==> src/design/imm_pkg.sv <==
// shared types, constants and helpers for the integer matrix multiply unit
package imm_pkg;

  localparam int MAX_DIM    = 8;
  localparam int DATA_WIDTH = 32;
  localparam int IDX_W      = $clog2(MAX_DIM);
  localparam int ADDR_W     = 2 * IDX_W;
  localparam int DEPTH      = MAX_DIM * MAX_DIM;
  localparam int DIM_W      = 4;
  localparam int OP_W       = 2;
  localparam int CFG_IDX_W  = 2;

  localparam int IN_DATA_W  = ((2 * IDX_W + DATA_WIDTH + 7) / 8) * 8;
  localparam int OUT_DATA_W = ((2 * IDX_W + DATA_WIDTH + 7) / 8) * 8;

  typedef enum logic [OP_W-1:0] {
    OP_LOAD_A  = 2'd0,
    OP_LOAD_B  = 2'd1,
    OP_COMPUTE = 2'd2
  } op_t;

  typedef enum logic [CFG_IDX_W-1:0] {
    CFG_A_ROWS = 2'd0,
    CFG_A_COLS = 2'd1,
    CFG_B_ROWS = 2'd2,
    CFG_B_COLS = 2'd3
  } cfg_idx_t;

  // controller to datapath
  typedef struct packed {
    logic              ld_a;
    logic              ld_b;
    logic              rd_en;
    logic              first_k;
    logic              last_k;
    logic [ADDR_W-1:0] addr_a;
    logic [ADDR_W-1:0] addr_b;
    logic [IDX_W-1:0]  row;
    logic [IDX_W-1:0]  col;
    logic              last_elem;
    logic              err_wr;
  } dp_cmd_t;

  // datapath to controller
  typedef struct packed {
    logic res_wr;
    logic out_busy;
  } dp_sts_t;

  // largest index in use for a dimension register, out-of-range values clamped
  function automatic logic [IDX_W-1:0] dim_last(input logic [DIM_W-1:0] r);
    logic [IDX_W-1:0] res;
    if (r == '0) begin
      res = '0;
    end else if (r > DIM_W'(MAX_DIM)) begin
      res = IDX_W'(MAX_DIM - 1);
    end else begin
      res = IDX_W'(r - DIM_W'(1));
    end
    return res;
  endfunction

endpackage

==> src/design/imm_dp.sv <==
// datapath: element stores, multiply-accumulate pipeline and output register
module imm_dp
  import imm_pkg::*;
(
  input  logic                  clk,
  input  logic                  rst_n,
  input  dp_cmd_t               cmd,
  output dp_sts_t               sts,
  input  logic [IDX_W-1:0]      ld_row,
  input  logic [IDX_W-1:0]      ld_col,
  input  logic [DATA_WIDTH-1:0] ld_value,
  output logic                  out_valid,
  input  logic                  out_ready,
  output logic [IDX_W-1:0]      out_row,
  output logic [IDX_W-1:0]      out_col,
  output logic [DATA_WIDTH-1:0] out_value,
  output logic                  out_err,
  output logic                  out_last
);

  logic [DATA_WIDTH-1:0] mem_a [DEPTH];
  logic [DATA_WIDTH-1:0] mem_b [DEPTH];

  logic [DATA_WIDTH-1:0] a_q_r, b_q_r, prod_r, acc_r;
  logic [DATA_WIDTH-1:0] sum;
  logic                  v1_r, first1_r, last1_r;
  logic                  v2_r, first2_r, last2_r;
  logic                  out_valid_r;
  logic [IDX_W-1:0]      out_row_r, out_col_r;
  logic [DATA_WIDTH-1:0] out_value_r;
  logic                  out_err_r, out_last_r;

  always_ff @(posedge clk) begin
    if (cmd.ld_a) begin
      mem_a[{ld_row, ld_col}] <= ld_value;
    end
    if (cmd.ld_b) begin
      mem_b[{ld_row, ld_col}] <= ld_value;
    end
    if (cmd.rd_en) begin
      a_q_r <= mem_a[cmd.addr_a];
      b_q_r <= mem_b[cmd.addr_b];
    end
  end

  // stage control
  always_ff @(posedge clk) begin
    if (!rst_n) begin
      v1_r <= 1'b0;
      v2_r <= 1'b0;
    end else begin
      v1_r <= cmd.rd_en;
      v2_r <= v1_r;
    end
  end

  always_ff @(posedge clk) begin
    first1_r <= cmd.first_k;
    last1_r  <= cmd.last_k;
    first2_r <= first1_r;
    last2_r  <= last1_r;
    prod_r   <= DATA_WIDTH'(a_q_r * b_q_r);
    if (v2_r) begin
      acc_r <= sum;
    end
  end

  assign sum = (first2_r ? '0 : acc_r) + prod_r;

  assign sts.res_wr   = v2_r && last2_r;
  assign sts.out_busy = out_valid_r;

  always_ff @(posedge clk) begin
    if (!rst_n) begin
      out_valid_r <= 1'b0;
    end else if (sts.res_wr || cmd.err_wr) begin
      out_valid_r <= 1'b1;
    end else if (out_ready) begin
      out_valid_r <= 1'b0;
    end
  end

  always_ff @(posedge clk) begin
    if (sts.res_wr) begin
      out_row_r   <= cmd.row;
      out_col_r   <= cmd.col;
      out_value_r <= sum;
      out_err_r   <= 1'b0;
      out_last_r  <= cmd.last_elem;
    end else if (cmd.err_wr) begin
      out_row_r   <= '0;
      out_col_r   <= '0;
      out_value_r <= '0;
      out_err_r   <= 1'b1;
      out_last_r  <= 1'b1;
    end
  end

  assign out_valid = out_valid_r;
  assign out_row   = out_row_r;
  assign out_col   = out_col_r;
  assign out_value = out_value_r;
  assign out_err   = out_err_r;
  assign out_last  = out_last_r;

endmodule

==> config.mk <==
export PLATFORM = sky130hd
export DESIGN_NAME = imm_dp
export DESIGN_NICKNAME = d
export VERILOG_FILES = /design/src/design/imm_pkg.sv /design/src/design/imm_dp.sv
export SDC_FILE = /design/constraint.sdc
export NUM_CORES = 2
export LEC_CHECK = 0
export BUFFER_PORTS_ARGS = -buffer_cell sky130_fd_sc_hd__buf_4
export CAP_MARGIN = 0
export CORE_UTILIZATION = 63
export DETAILED_ROUTE_END_ITERATION = 12
export PLACE_DENSITY_LB_ADDON = 0.1
export SETUP_SLACK_MARGIN = 0.15
export SYNTH_ARGS = -nofsm -noshare
export SYNTH_HDL_FRONTEND = slang
export SYNTH_SLANG_ARGS = --single-unit
==> constraint.sdc <==
create_clock -name clk -period 9 [get_ports clk]
set_input_delay 0.45 -clock clk [delete_from_list [all_inputs] [get_ports clk]]
set_output_delay 0.45 -clock clk [all_outputs]
set_load 0.01 [all_outputs]
==> key figures <==
Timing
  – Max transition margin: 14.4%
  – Min cycle time layout: approximately 7.5 ns
  – RSZ-0062 raised after global routing: no
  – Final hold viol count: 0
  – Fin Setup TNS: 0 ns
  – Final setup skew: approximately 0.054 ns
  – Tcrit/Tclk final: 83.5%
  – Max Freq: 133 MHz
  – Slew Limit Fails: 0
  – Least-Margin Pin Slew: 1.28 ns
  – # setup viols final: 0

Final layout
  – Design area: roughly 200000 um^2
  – Filler cell count in the final layout: 16515
  – Commonest non-fill, non-tap cell in the layout: edfxtp_1
  – Share of cells above drive strength 1: 26.8%
  – Commonest non-fill, non-tap cells in the layout: 4231 x edfxtp_1, 1330 x mux4_2, 426 x clkbuf_16
  – Area of the multi-input gates: 47800 um^2
  – Storage cell area: between 100000 and 150000 um^2
  – Layout Nets: around 9100
  – Area grow syn2layout: 11.1%

Route
  – Drt first-iter violations: 11354
  – Remaining DRCs: 0
  – Routed len/inst: approximately 35 um
  – Metal-1 WL: 164000 um
  – Vias per cell: 6.76
  – Metal3 WL: 47600 um
  – Vias after detailed routing: 84929
  – Drt pass-1 iters: 5
  – WL final: 439000 um
  – Met2 WL: 212000 um
  – Post-route ant nets: 0
  – Top layer in use: met5

Critical path
  – Max FO, Critical Path: 26
  – Crit. Startpoint: b_q_r[6]
  – Worst r2r path cells: 21
  – Critical path class: reg -> reg
  – Critical path required time: 9.84 ns
  – CP endpoint kind: flop
  – Worst R2R End: prod_r[31]
  – Reg2reg setup slack: 1.49 ns
  – WP data arrival: 8.35 ns
  – Startpoint types: flop
  – Reg2reg start: b_q_r[6]
  – Critical Path End: prod_r[31]

Placed design
  – Dpl cell area: 184000 um^2
  – Port-buffer cells: ~110
  – RePlAce Congestion: about 0.9
  – Hpwl dp: 242000 um

Yosys
  – Seq cells post-synth: 4271
  – Post-Syn Instances: roughly 8100
  – Post-synthesis sequential area ratio: roughly 72%
  – EDFF count, synth: 4231
  – Most used DFF post-synth: edfxtp_1
  – Syn_area_per_cell: 21.9 um^2
  – Asr flop ratio synth: 0%
  – Yosys warning total: 0
  – Synthesized area: around 180000 um^2
  – Syn Nets: 8768
  – Post-synth cell types: 63

Die
  – Placeable Area: 280000 um^2
  – Die extent in y: 533 um
  – Initial Util: 63.5%
  – Die Width: 533 um
  – Die area: 285000 um^2
  – Ports: 109
  – FP Rows: 194

Clock network
  – CTS clk-pin slew, worst paths: about 0.06 ns
  – # H-tree levels: 5
  – Post-CTS setup buffers: 0
  – Max clock buf depth: 4
  – TritonCTS Sinks: 4271
  – TritonCTS clock tree: yes
  – Root Driver: clkbuf_16
  – CTS Buf Count: 420
  – Worst-Skew Late Latency: slightly below 1 ns

Global route
  – Initial antenna violation count: 50
  – Total GRT Usage: 31.5%
  – Gr ovfl total: 0
  – Wire length of the first global-routing pass: 627000 um
  – Vias in the first global route: 87021
  – Largest net degree at the start of global routing: 144

Job
  – Max Cap Viol: 0

Pwr
  – Peak VDD IR: 3.01 mV
  – Leakage: 64.2 nW
  – Power Density: 344 nW/um^2

Outcome
  – Run status: finished, final reports clean

Hold path
  – Hold Crit Class: in -> reg
-- how the worst min path moves through the flow --
stage / slack, ns / to / startpoint / cells past startpoint
after floorplan: 0.31 / first2_r / first1_r / 0
after CTS: 0.006 / mem_a[0][11] / ld_value[11] / 1
final: 0.07 / mem_a[0][11] / ld_value[11] / 1
after global placement: 0.31 / last2_r / last1_r / 0
after global routing: 0.04 / mem_a[0][11] / ld_value[11] / 1
after detailed placement: 0.31 / last2_r / last1_r / 0
-- state kept, by name, summed over array words and instances (netlist names), 3 cells and up --
register / count
a_q_r: 32
mem_b: 2048
prod_r: 32
acc_r: 32
out_col: 3
b_q_r: 32
out_value: 32
mem_a: 2048
out_row: 3
-- where the power goes --
| group | internal, mW | switching (mW) |
|---|---|---|
| logic | 12.2 | 16.3 |
| registers | 22.6 | 0.237 |
| clock network | 9.29 | 7.32 |
| total | 44.1 | 23.9 |
-- timing repair --
| action | 4_1_cts | 5_1_grt |
|---|---|---|
| endpoints found under the hold margin | 576 | 0 |
| gates resized for setup | 0 | 0 |
| hold buffers | 27 | 0 |
| endpoints found under the setup margin | 0 | 0 |
-- kinds of logic after synthesis --
group | share of synthesized area, %
flip-flops | 71.9
multiplexers | 17.0
buffers and inverters | 1.80
adder cells (fa/ha/maj) | 5.69
AO/OA/AOI/OAI | 0.629
XOR/XNOR | 0.566
AND/OR/NAND/NOR | 2.45
-- worst max-delay path: stages, from the launching register on --
cell	delay [ns]
edfxtp_1	0.93
and2_1	0.26
fa_1	0.46
fa_1	0.52
inv_1	0.05
fa_1	0.46
fa_1	0.49
inv_1	0.06
fa_1	0.48
fa_1	0.56
inv_1	0.05
fa_1	0.45
fa_1	0.49
inv_1	0.04
ha_1	0.37
a2111oi_0	0.50
a21oi_1	0.15
a21oi_1	0.36
o31a_1	0.28
o41ai_2	0.12
a31oi_1	0.21
xnor2_1	0.08
-- cell usage after synthesis (3+ instances only) --
library cell / count / area share (%)
a21oi_1: 43 / 0.12
xnor2_1: 83 / 0.41
o21bai_1: 8 / 0.034
ha_1: 154 / 1.1
buf_6: 4 / 0.025
clkbuf_1: 262 / 0.55
mux4_2: 1330 / 17
nand2b_1: 9 / 0.032
nand3_1: 16 / 0.045
mux2_2: 14 / 0.089
nor2_1: 165 / 0.35
o21ai_0: 33 / 0.093
mux2i_1: 15 / 0.084
nand4_1: 4 / 0.014
buf_4: 14 / 0.059
and3_1: 10 / 0.035
nand2_1: 266 / 0.56
dfxtp_1: 40 / 0.45
nand3b_1: 3 / 0.013
buf_1: 31 / 0.065
fa_1: 409 / 4.6
inv_1: 382 / 0.81
a21o_1: 19 / 0.080
nor2b_1: 43 / 0.15
o21ai_1: 6 / 0.017
nor3_1: 8 / 0.023
buf_2: 103 / 0.29
a31oi_1: 6 / 0.021
o31ai_1: 5 / 0.021
edfxtp_1: 4231 / 71
and2_1: 339 / 1.2
o21a_1: 10 / 0.042
xor2_1: 32 / 0.16
a211oi_1: 7 / 0.030
-- stage by stage --
| step | power, mW | hold WS (ns) | worst slack (ns) | cells | utilization (%) |
|---|---|---|---|---|---|
| 6_report | 68.0 | 0.0718 | 1.49 | 12571 | 70.6 |
| 5_1_grt | 71.6 | 0.0396 | 1.18 | 12558 | 70.6 |
| 4_1_cts | 68.5 | 0.00602 | 1.54 | 12550 | 70.5 |
| 3_5_place_dp | 51.9 | 0.314 | 1.54 | 11781 | 65.9 |
| 3_3_place_gp | 51.3 | 0.313 | 1.63 | 11781 | 65.9 |
| 2_1_floorplan | 44.7 | 0.310 | 2.34 | 8139 | - |
-- area by class of cell --
| cell class | count | share of cell area (%) |
|---|---|---|
| Tap cell | 3724 | 2.36 |
| Multi-Input combinational cell | 3072 | 24.2 |
| Inverter | 382 | 0.725 |
| Antenna cell | 21 | 0.0266 |
| Timing Repair Buffer | 359 | 1.51 |
| Sequential cell | 4271 | 64.7 |
| Clock inverter | 223 | 0.934 |
| Clock buffer | 519 | 5.57 |
-- routing by layer --
layer  vias up  global-route usage, %
met4        20                   9.54
met1     45614                   46.1
li1      33646                      -
met5         -                      0
met3       721                   5.70
met2      4928                   49.4
(Power assumes the default switching activity.)
