===== src/design/imm_pkg.sv =====
// shared types, constants and helpers for the integer matrix multiply unit
package imm_pkg;

  localparam int MAX_DIM    = 8;
  localparam int DATA_WIDTH = 32;
  localparam int IDX_W      = $clog2(MAX_DIM);
  localparam int ADDR_W     = 2 * IDX_W;
  localparam int DEPTH      = MAX_DIM * MAX_DIM;
  localparam int DIM_W      = 4;
  localparam int OP_W       = 2;
  localparam int CFG_IDX_W  = 2;

  localparam int IN_DATA_W  = ((2 * IDX_W + DATA_WIDTH + 7) / 8) * 8;
  localparam int OUT_DATA_W = ((2 * IDX_W + DATA_WIDTH + 7) / 8) * 8;

  typedef enum logic [OP_W-1:0] {
    OP_LOAD_A  = 2'd0,
    OP_LOAD_B  = 2'd1,
    OP_COMPUTE = 2'd2
  } op_t;

  typedef enum logic [CFG_IDX_W-1:0] {
    CFG_A_ROWS = 2'd0,
    CFG_A_COLS = 2'd1,
    CFG_B_ROWS = 2'd2,
    CFG_B_COLS = 2'd3
  } cfg_idx_t;

  // controller to datapath
  typedef struct packed {
    logic              ld_a;
    logic              ld_b;
    logic              rd_en;
    logic              first_k;
    logic              last_k;
    logic [ADDR_W-1:0] addr_a;
    logic [ADDR_W-1:0] addr_b;
    logic [IDX_W-1:0]  row;
    logic [IDX_W-1:0]  col;
    logic              last_elem;
    logic              err_wr;
  } dp_cmd_t;

  // datapath to controller
  typedef struct packed {
    logic res_wr;
    logic out_busy;
  } dp_sts_t;

  // largest index in use for a dimension register, out-of-range values clamped
  function automatic logic [IDX_W-1:0] dim_last(input logic [DIM_W-1:0] r);
    logic [IDX_W-1:0] res;
    if (r == '0) begin
      res = '0;
    end else if (r > DIM_W'(MAX_DIM)) begin
      res = IDX_W'(MAX_DIM - 1);
    end else begin
      res = IDX_W'(r - DIM_W'(1));
    end
    return res;
  endfunction

endpackage


===== src/design/imm_ctrl.sv =====
// controller: configuration registers and element sequencing state machine
module imm_ctrl
  import imm_pkg::*;
(
  input  logic                 clk,
  input  logic                 rst_n,
  input  logic                 cfg_we,
  input  logic [CFG_IDX_W-1:0] cfg_index,
  input  logic [DIM_W-1:0]     cfg_data,
  input  logic                 in_tvalid,
  output logic                 in_tready,
  input  logic [OP_W-1:0]      in_op,
  output dp_cmd_t              cmd,
  input  dp_sts_t              sts
);

  typedef enum logic [4:0] {
    ST_IDLE     = 5'b00001,
    ST_WAIT_OUT = 5'b00010,
    ST_ISSUE    = 5'b00100,
    ST_DRAIN    = 5'b01000,
    ST_ERR      = 5'b10000
  } state_t;

  state_t state_r, state_nxt;
  logic [DIM_W-1:0] a_rows_r, a_cols_r, b_rows_r, b_cols_r;
  logic [IDX_W-1:0] i_r, i_nxt, j_r, j_nxt, k_r, k_nxt;
  logic [IDX_W-1:0] ar_last, ac_last, br_last, bc_last;
  logic             accept;
  logic             last_elem;

  assign ar_last = dim_last(a_rows_r);
  assign ac_last = dim_last(a_cols_r);
  assign br_last = dim_last(b_rows_r);
  assign bc_last = dim_last(b_cols_r);

  assign in_tready = (state_r == ST_IDLE);
  assign accept    = in_tvalid && in_tready;
  assign last_elem = (i_r == ar_last) && (j_r == bc_last);

  always_ff @(posedge clk) begin
    if (!rst_n) begin
      a_rows_r <= DIM_W'(MAX_DIM);
      a_cols_r <= DIM_W'(MAX_DIM);
      b_rows_r <= DIM_W'(MAX_DIM);
      b_cols_r <= DIM_W'(MAX_DIM);
    end else if (cfg_we) begin
      case (cfg_idx_t'(cfg_index))
        CFG_A_ROWS: a_rows_r <= cfg_data;
        CFG_A_COLS: a_cols_r <= cfg_data;
        CFG_B_ROWS: b_rows_r <= cfg_data;
        CFG_B_COLS: b_cols_r <= cfg_data;
        default:    ;
      endcase
    end
  end

  always_comb begin
    state_nxt     = state_r;
    i_nxt         = i_r;
    j_nxt         = j_r;
    k_nxt         = k_r;
    cmd           = '0;
    cmd.addr_a    = {i_r, k_r};
    cmd.addr_b    = {k_r, j_r};
    cmd.row       = i_r;
    cmd.col       = j_r;
    cmd.last_elem = last_elem;
    cmd.first_k   = (k_r == '0);
    cmd.last_k    = (k_r == ac_last);
    case (state_r)
      ST_IDLE: begin
        if (accept) begin
          case (op_t'(in_op))
            OP_LOAD_A: cmd.ld_a = 1'b1;
            OP_LOAD_B: cmd.ld_b = 1'b1;
            OP_COMPUTE: begin
              i_nxt = '0;
              j_nxt = '0;
              k_nxt = '0;
              state_nxt = (ac_last != br_last) ? ST_ERR : ST_WAIT_OUT;
            end
            default: ;
          endcase
        end
      end
      ST_WAIT_OUT: begin
        if (!sts.out_busy) begin
          state_nxt = ST_ISSUE;
        end
      end
      ST_ISSUE: begin
        cmd.rd_en = 1'b1;
        if (k_r == ac_last) begin
          k_nxt     = '0;
          state_nxt = ST_DRAIN;
        end else begin
          k_nxt = k_r + IDX_W'(1);
        end
      end
      ST_DRAIN: begin
        if (sts.res_wr) begin
          if (last_elem) begin
            state_nxt = ST_IDLE;
          end else begin
            state_nxt = ST_WAIT_OUT;
            if (j_r == bc_last) begin
              j_nxt = '0;
              i_nxt = i_r + IDX_W'(1);
            end else begin
              j_nxt = j_r + IDX_W'(1);
            end
          end
        end
      end
      ST_ERR: begin
        if (!sts.out_busy) begin
          cmd.err_wr = 1'b1;
          state_nxt  = ST_IDLE;
        end
      end
      default: state_nxt = ST_IDLE;
    endcase
  end

  always_ff @(posedge clk) begin
    if (!rst_n) begin
      state_r <= ST_IDLE;
      i_r     <= '0;
      j_r     <= '0;
      k_r     <= '0;
    end else begin
      state_r <= state_nxt;
      i_r     <= i_nxt;
      j_r     <= j_nxt;
      k_r     <= k_nxt;
    end
  end

endmodule


===== config.mk =====
export PLATFORM = sky130hd
export DESIGN_NAME = imm_ctrl
export DESIGN_NICKNAME = d
export VERILOG_FILES = /design/src/design/imm_pkg.sv /design/src/design/imm_ctrl.sv
export SDC_FILE = /design/constraint.sdc
export NUM_CORES = 1
export LEC_CHECK = 0
export BUFFER_PORTS_ARGS = -buffer_cell sky130_fd_sc_hd__clkbuf_2
export CORE_UTILIZATION = 55
export CTS_CLUSTER_SIZE = 12
export DETAILED_ROUTE_END_ITERATION = 12
export PLACE_DENSITY = 0.79
export SETUP_SLACK_MARGIN = 0.1
export SLEW_MARGIN = 20
export SYNTH_ARGS = -nofsm -noshare
export SYNTH_HDL_FRONTEND = slang
export SYNTH_SLANG_ARGS = --single-unit

===== constraint.sdc =====
create_clock -name clk -period 3.46 [get_ports clk]
set_input_delay 1.038 -clock clk [delete_from_list [all_inputs] [get_ports clk]]
set_output_delay 1.038 -clock clk [all_outputs]
set_load 0.02 [all_outputs]

==> results of run 1 <==
-- stage by stage --
step,cell area [sq um],instances,power (uW),util [%]
4_1_cts,2360,331,911,64.4
2_1_floorplan,2110,251,561,-
3_5_place_dp,2270,323,619,61.9
6_report,2370,332,903,64.7
5_1_grt,2370,332,951,64.7
3_3_place_gp,2270,323,612,61.9
-- power groups by stage --
stage / Sequential [uW] / Combinational (uW) / Clock, uW
after CTS: 389 / 222 / 299
after global placement: 396 / 216 / 0
final: 389 / 223 / 291
after global routing: 393 / 246 / 312
after detailed placement: 396 / 222 / 0
after floorplan: 389 / 172 / 0
-- state kept, by name, indices dropped and copies added (netlist names) --
name      flops
state_r       5
a_cols_r      4
a_rows_r      4
b_cols_r      4
b_rows_r      4
i_r           3
j_r           3
k_r           3
-- per-layer routing --
metal  track usage [%]  share of wire (%)
met4              6.82               0.58
met3              4.82                3.3
met5                 0                  0
met2              34.6                 46
met1              27.6                 50
-- worst paths after layout --
kind	startpoint	endpoint	cells past startpoint
max reg2reg	a_cols_r[0]	state_r[0]	9
min	b_rows_r[1]	b_rows_r[1]	2
max	b_cols_r[0]	cmd[1]	8
min reg2reg	b_rows_r[1]	b_rows_r[1]	2
-- cell type report --
class | instances | area (sq um) | area share [%]
clock buffers | 7 | 86.3 | 3.64
repair buffers | 40 | 205 | 8.66
clock inverters | 1 | 5.00 | 0.211
multi-input cells | 189 | 1350 | 56.9
flip-flops and latches | 30 | 602 | 25.4
well taps | 48 | 60.1 | 2.53
inverters | 17 | 63.8 | 2.69
-- repair_timing --
item                                    4_1_cts  5_1_grt
hold endpoints to repair                      0        0
endpoints found under the setup margin        0        2
buffers inserted                              0        1
gates resized for setup                       0        3
-- worst max-delay path, delay by kind of cell (launching register included) --
family,cells,cell delay (ps)
DFF,1,330
adders and majority gates,1,340
AOI/OAI and AO/OA,3,370
and+or+nand+nor,2,650
buffers and inverters,2,210
-- layout by cell type (no fill, tap or decap), types with 2 or more instances in the layout --
| cell | Yosys | layout |
|---|---|---|
| sky130_fd_sc_hd__clkbuf_2 | 0 | 38 |
| sky130_fd_sc_hd__dfxtp_1 | 30 | 29 |
| sky130_fd_sc_hd__nor2b_1 | 20 | 20 |
| sky130_fd_sc_hd__inv_1 | 17 | 17 |
| sky130_fd_sc_hd__nand2_1 | 16 | 16 |
| sky130_fd_sc_hd__mux2i_1 | 15 | 15 |
| sky130_fd_sc_hd__nor2_1 | 14 | 14 |
| sky130_fd_sc_hd__o21ai_0 | 12 | 12 |
| sky130_fd_sc_hd__a21oi_1 | 11 | 11 |
| sky130_fd_sc_hd__nand3b_1 | 9 | 9 |
| sky130_fd_sc_hd__ha_1 | 8 | 8 |
| sky130_fd_sc_hd__nand3_1 | 7 | 7 |
| sky130_fd_sc_hd__nand2b_1 | 6 | 6 |
| sky130_fd_sc_hd__nand4b_1 | 6 | 6 |
| sky130_fd_sc_hd__clkbuf_8 | 0 | 6 |
| sky130_fd_sc_hd__maj3_1 | 4 | 4 |
| sky130_fd_sc_hd__nor3_1 | 4 | 4 |
| sky130_fd_sc_hd__nor4bb_1 | 3 | 3 |
| sky130_fd_sc_hd__o211ai_1 | 3 | 3 |
| sky130_fd_sc_hd__and2_1 | 3 | 3 |
| sky130_fd_sc_hd__nor3b_1 | 3 | 3 |
| sky130_fd_sc_hd__o2bb2ai_1 | 2 | 2 |
| sky130_fd_sc_hd__or3_1 | 2 | 2 |
| sky130_fd_sc_hd__a31oi_1 | 2 | 2 |
| sky130_fd_sc_hd__xnor2_1 | 2 | 2 |
| sky130_fd_sc_hd__a2bb2oi_1 | 2 | 2 |
| sky130_fd_sc_hd__nand4_1 | 2 | 2 |
| sky130_fd_sc_hd__xor2_1 | 2 | 2 |
| sky130_fd_sc_hd__a31o_2 | 2 | 2 |
| sky130_fd_sc_hd__o21a_1 | 2 | 2 |
| sky130_fd_sc_hd__buf_4 | 10 | 2 |
-- cells by family after synthesis --
family,after synthesis
simple gates,107
xor+xnor,5
buf+inv,32
fa+ha+maj,13
flops,30
mux,16
compound gates,48
==> flow_metrics.tcl, run 1 <==
set metrics [dict create \
    timing.hold.ws_ps 523 \
    timing.critical_path.cells "inv_1, ha_1, or4b_1, o221ai_1, o2bb2ai_1, o21a_2, and2_1, buf_4" \
    detail_route.vias_per_cell 5.49 \
    detail_route.iter0.violations 106 \
    cts_tree "yes" \
    maxClockFrequency_mhz 310 \
    initial_utilization_pct 57.5 \
    power.leakage_uw 0.00103 \
    seqPwrFrac_pct 43.1 \
    synth_warnings 0 \
    minimum_period_implied_by_the_final_worst_setup_slack_ps 3230 \
    yosysSeqAreaShare_pct 28.5 \
    power.switching_fraction_pct 31.7 \
    synth_top_area_share_pct 28.5 \
    clock_sinks 30 \
    fillerInstances 321 \
    post_synth_inst_count 251 \
    critical_path.max_fanout 5 \
    detail_route.wl_per_cell_um 12.5 \
    dr.pass1.iters 4 \
    number_of_antenna_violations_at_the_first_check_in_global_routing 0 \
    worst-r2r-setup-slack_ps 1130 \
    place_hpwl_um 3050 \
    global_route.usage.total_pct 21.2 \
    crit_path_dat_ps 2190 \
    slew_headroom_pct 49.6 \
    yosysTopAreaCell "sky130_fd_sc_hd__dfxtp_1" \
    max-vdd-ir-drop_mv 0.333 \
    synth_edf_count 0 \
    yosys.cell_count.top_type "sky130_fd_sc_hd__dfxtp_1" \
    asyncSetResetFlopFracSynth_pct 0 \
    drive_gt1_share_pct 20.8 \
    master_cell_of_the_clock_root_buffer "sky130_fd_sc_hd__clkbuf_8" \
    combPwrFrac_pct 24.6 \
    worst_min_delay_path_category "register to register" \
    pre_cts_ws_ps 463 \
    internal-power_uw 617 \
    run_status "finished clean" \
    fin_skew_ps 4.03 \
    fp.dieW_um 63.9 \
    cap_viol_max_count 0 \
    critPathCaptureType "primary output" \
    slew_violations 0 \
    vias 1824 \
    hold_viol_final 0 \
    dominant_combinational_cell_family_by_area_after_synthesis "simple AND/OR/NAND/NOR gates" \
    ctsHoldBuffers 0 \
    core_area_sq_um 3660 \
    synth_area_sq_um 2110 \
    critical-path-slowest-cell "sky130_fd_sc_hd__or4b_1" \
    synth_top_flop_cell "sky130_fd_sc_hd__dfxtp_1" \
    complex_gate_fraction_of_the_synthesized_area_pct 15.6 \
    maximum_number_of_pins_on_one_net_before_global_route_repair 39 \
    setup.worst_path.class "register to primary output" \
    synth-simple-area-share_pct 31.1 \
    replace_congestion 0.843 \
    mapped_nets 273 \
    final.setup.worst_slack_ps 234 \
    synthToLayoutAreaGrowth_pct 12.5 \
    unrepaired_setup_endpoints_after_global_routing "true" \
    ios 40 \
    chipHeight_um 63.9 \
    synth_area_leaders "sky130_fd_sc_hd__dfxtp_1 (29%), sky130_fd_sc_hd__mux2i_1 (7.1%), sky130_fd_sc_hd__nor2b_1 (5.9%)" \
    cts-htree-levels 2 \
    critical_path_required_ps 2420 \
    postRouteWirelength_um 4160 \
    grt.overflow.total 0 \
    synthesis.area_per_instance_sq_um 8.39 \
    yosys-top-cells-count "sky130_fd_sc_hd__dfxtp_1 (30), sky130_fd_sc_hd__nor2b_1 (20), sky130_fd_sc_hd__inv_1 (17)" \
    first_global_vias 1593 \
    post_synth_xor_area_fraction_pct 2.44 \
    antenna_left 0 \
    critical_path.startpoint_type "register" \
    tritoncts.num_buffers 5 \
    power.share.clock_pct 32.3 \
    floorplan.die_area_sq_um 4080 \
    final.period_utilization_pct 93.2 \
    worst-slew-pin-transition_ps 755 \
    drt_drc_violations_left 0 \
    worst_setup_hold_path_clk_slew_ps 70 \
    post_synth_mux_area_share_pct 7.66 \
    placement_rows 22 \
    worst_path_largest_cell_delay_ps 500 \
    synthDistinctLibCells 57 \
    ys_ff_latch 30 \
    fin_nets 305 \
    setup-tns-final_ps 0 \
    cts_buffer_depth 2 \
    timing.final.setup_violations 0 \
    post_synthesis_share_of_cell_area_spent_on_full_adders_half_adders_and_majority_gates_pct 7.19 \
    net-switching-power_uw 286 \
    antenna-diode-count 0 \
    grt_pass1_wl_um 6890 \
    clk_latency_worst_skew_pair_ps 280 \
    power.density_cell_area_nw_per_um2 381 \
    numPortBuffers 39 \
]
(Power assumes the default switching activity.)
==> inputs of run 2 (changes only) <==
CTS_BUF_LIST = sky130_fd_sc_hd__clkbuf_4   (was not set)
clock period = 2.99 ns   (was 3.46 ns; I/O delays follow)
==> run 2 against run 1 <==
Compared with the run above:
- global-route usage increased by 2.1 points
- clock skew increased by 4.8 ps
- die area unchanged
- sequential cell count unchanged
- design area increased by 6.1%
- clock-buffer cell count decreased by 2
- largest cell class unchanged
==> flow_metrics.tcl, run 2 (synthesis results as in run 1) <==
set metrics [dict create \
    maximum_number_of_pins_on_one_net_before_global_route_repair 38 \
    cap_viol_max_count 0 \
    critical_path_buf_inv_count 2 \
    final.period_utilization_pct 98.3 \
    cts_buffer_depth 2 \
    layout_common_cells "sky130_fd_sc_hd__clkbuf_2 (37), sky130_fd_sc_hd__dfxtp_1 (25), sky130_fd_sc_hd__nor2b_1 (20)" \
    fillerInstances 324 \
    timing.critical_path.cells "inv_2, ha_4, or4b_4, o221ai_2, o2bb2ai_1, o21a_2, and2_4, buf_8" \
    synthToLayoutAreaGrowth_pct 19.4 \
    first_global_vias 1694 \
    clock_sinks 30 \
    timing.hold.worst_path_depth 2 \
    placement_rows 22 \
    detail_route.wl_per_cell_um 13.1 \
    critical_path_required_ps 2090 \
    minimum_period_implied_by_the_final_worst_setup_slack_ps 2940 \
    detail_route.iter0.violations 75 \
    cts-htree-levels 2 \
    worst-slew-pin-transition_ps 837 \
    run_status "finished clean" \
    mostFrequentLayoutCell "sky130_fd_sc_hd__clkbuf_2" \
    hold_viol_final 0 \
    startpoint "b_cols_r[1]" \
    timing.final.setup_violations 0 \
    timing.rr.start "a_cols_r[1]" \
    report.power.total_uw 934 \
    unrepaired_setup_endpoints_after_global_routing "true" \
    reg2regPathDepth 11 \
    grt_pass1_wl_um 7560 \
    critPathCapture "cmd[1]" \
    worst_min_delay_path_category "register to register" \
    ios 40 \
    slew_headroom_pct 44.1 \
    chipHeight_um 63.9 \
    pre_cts_ws_ps 117 \
    critPathTopFamily "simple AND/OR/NAND/NOR gates" \
    detail_route.vias_per_cell 5.60 \
    fin_nets 314 \
    initial_utilization_pct 57.5 \
    floorplan.die_area_sq_um 4080 \
    critical_path.max_fanout 4 \
    power.leakage_uw 0.00108 \
    core_area_sq_um 3660 \
    clk_latency_worst_skew_pair_ps 320 \
    critical_path.startpoint_type "register" \
    max-vdd-ir-drop_mv 0.265 \
    multiInputGateArea_sq_um 1450 \
    fin_skew_ps 8.82 \
    worst_setup_hold_path_clk_slew_ps 80 \
    crit_path_dat_ps 2040 \
    ff_latch_area_sq_um 609 \
    place_hpwl_um 3150 \
    global_route.usage.total_pct 23.3 \
    dr.pass1.iters 4 \
    drt_drc_violations_left 0 \
    ctsHoldBuffers 0 \
    vias 1898 \
    number_of_antenna_violations_at_the_first_check_in_global_routing 0 \
    cts_tree "yes" \
    master_cell_of_the_clock_root_buffer "sky130_fd_sc_hd__clkbuf_4" \
    drive_gt1_share_pct 29.2 \
    largest_reg_flops 5 \
    critPathCaptureType "primary output" \
    numPortBuffers 39 \
    maxClockFrequency_mhz 340 \
    grt.overflow.total 0 \
    fp.dieW_um 63.9 \
    worstSetupPathDepth 8 \
    antenna_left 0 \
    r2r-end "state_r[2]" \
    tritoncts.num_buffers 5 \
    slew_violations 0 \
    setup.worst_path.class "register to primary output" \
    replace_congestion 0.862 \
    top_register "state_r" \
    antenna-diode-count 0 \
    final.setup.worst_slack_ps 52.1 \
    critical-path-slowest-cell "sky130_fd_sc_hd__or4b_4" \
    postRouteWirelength_um 4440 \
    worst_path_largest_cell_delay_ps 480 \
    power.density_cell_area_nw_per_um2 372 \
    worst-r2r-setup-slack_ps 630 \
]
[run 2: cell count changes in the layout (fill, tap and decap cells not counted), sizes merged]
cell	delta
buf	+10
clkbuf	-3
[run 2: worst min-delay path by stage]
stage / endpoint / startpoint
floorplan: state_r[2] / state_r[0]
global placement: b_cols_r[1] / b_cols_r[1]
detailed placement: b_rows_r[1] / b_rows_r[1]
CTS: b_rows_r[1] / b_rows_r[1]
global route: state_r[2] / state_r[0]
finish: b_rows_r[1] / b_rows_r[1]
[run 2: cell type report]
class | instances | area share, %
sequential | 30 | 24.2
multi-input combinational | 189 | 57.6
clock inverter | 1 | 0.149
clock buffer | 5 | 1.49
tap | 48 | 2.39
timing repair buffer | 49 | 11.5
inverter | 17 | 2.54
[run 2: stage by stage]
step / hold WS (ps) / util (%) / cells / instance area [sq um] / setup TNS (ps)
2_1_floorplan: 476 / - / 251 / 2110 / 0
3_3_place_gp: 499 / 62.3 / 325 / 2280 / 0
3_5_place_dp: 505 / 62.3 / 325 / 2280 / 0
4_1_cts: 528 / 67.2 / 338 / 2460 / 0
5_1_grt: 565 / 68.7 / 339 / 2510 / -29.7
6_report: 525 / 68.7 / 339 / 2510 / 0
[run 2: what timing repair did]
action | in CTS | in global routing
pin swaps | 9 | 6
setup endpoints to repair | 2 | 2
setup buffers | 7 | 1
resized for setup | 22 | 11
[run 2: routing by layer]
metal | up-vias | global-route usage (%) | routed length, um
li1 | 974 | - | -
met1 | 876 | 31.3 | 2130
met2 | 40 | 38.4 | 2100
met3 | 8 | 3.21 | 154
met4 | 0 | 6.82 | 53
met5 | - | 0 | 0
[run 2: report_power, final]
part | internal (uW) | switching, uW | total, uW
Sequential | 420 | 28.6 | 448
Clock | 80.2 | 130 | 210
Combinational | 120 | 156 | 276
Total | 620 | 315 | 934
[run 2: worst min-delay path, stage by stage (launching register included)]
cell,delay (ps)
sky130_fd_sc_hd__dfxtp_1,330
sky130_fd_sc_hd__mux2i_1,70
sky130_fd_sc_hd__nor2b_1,90
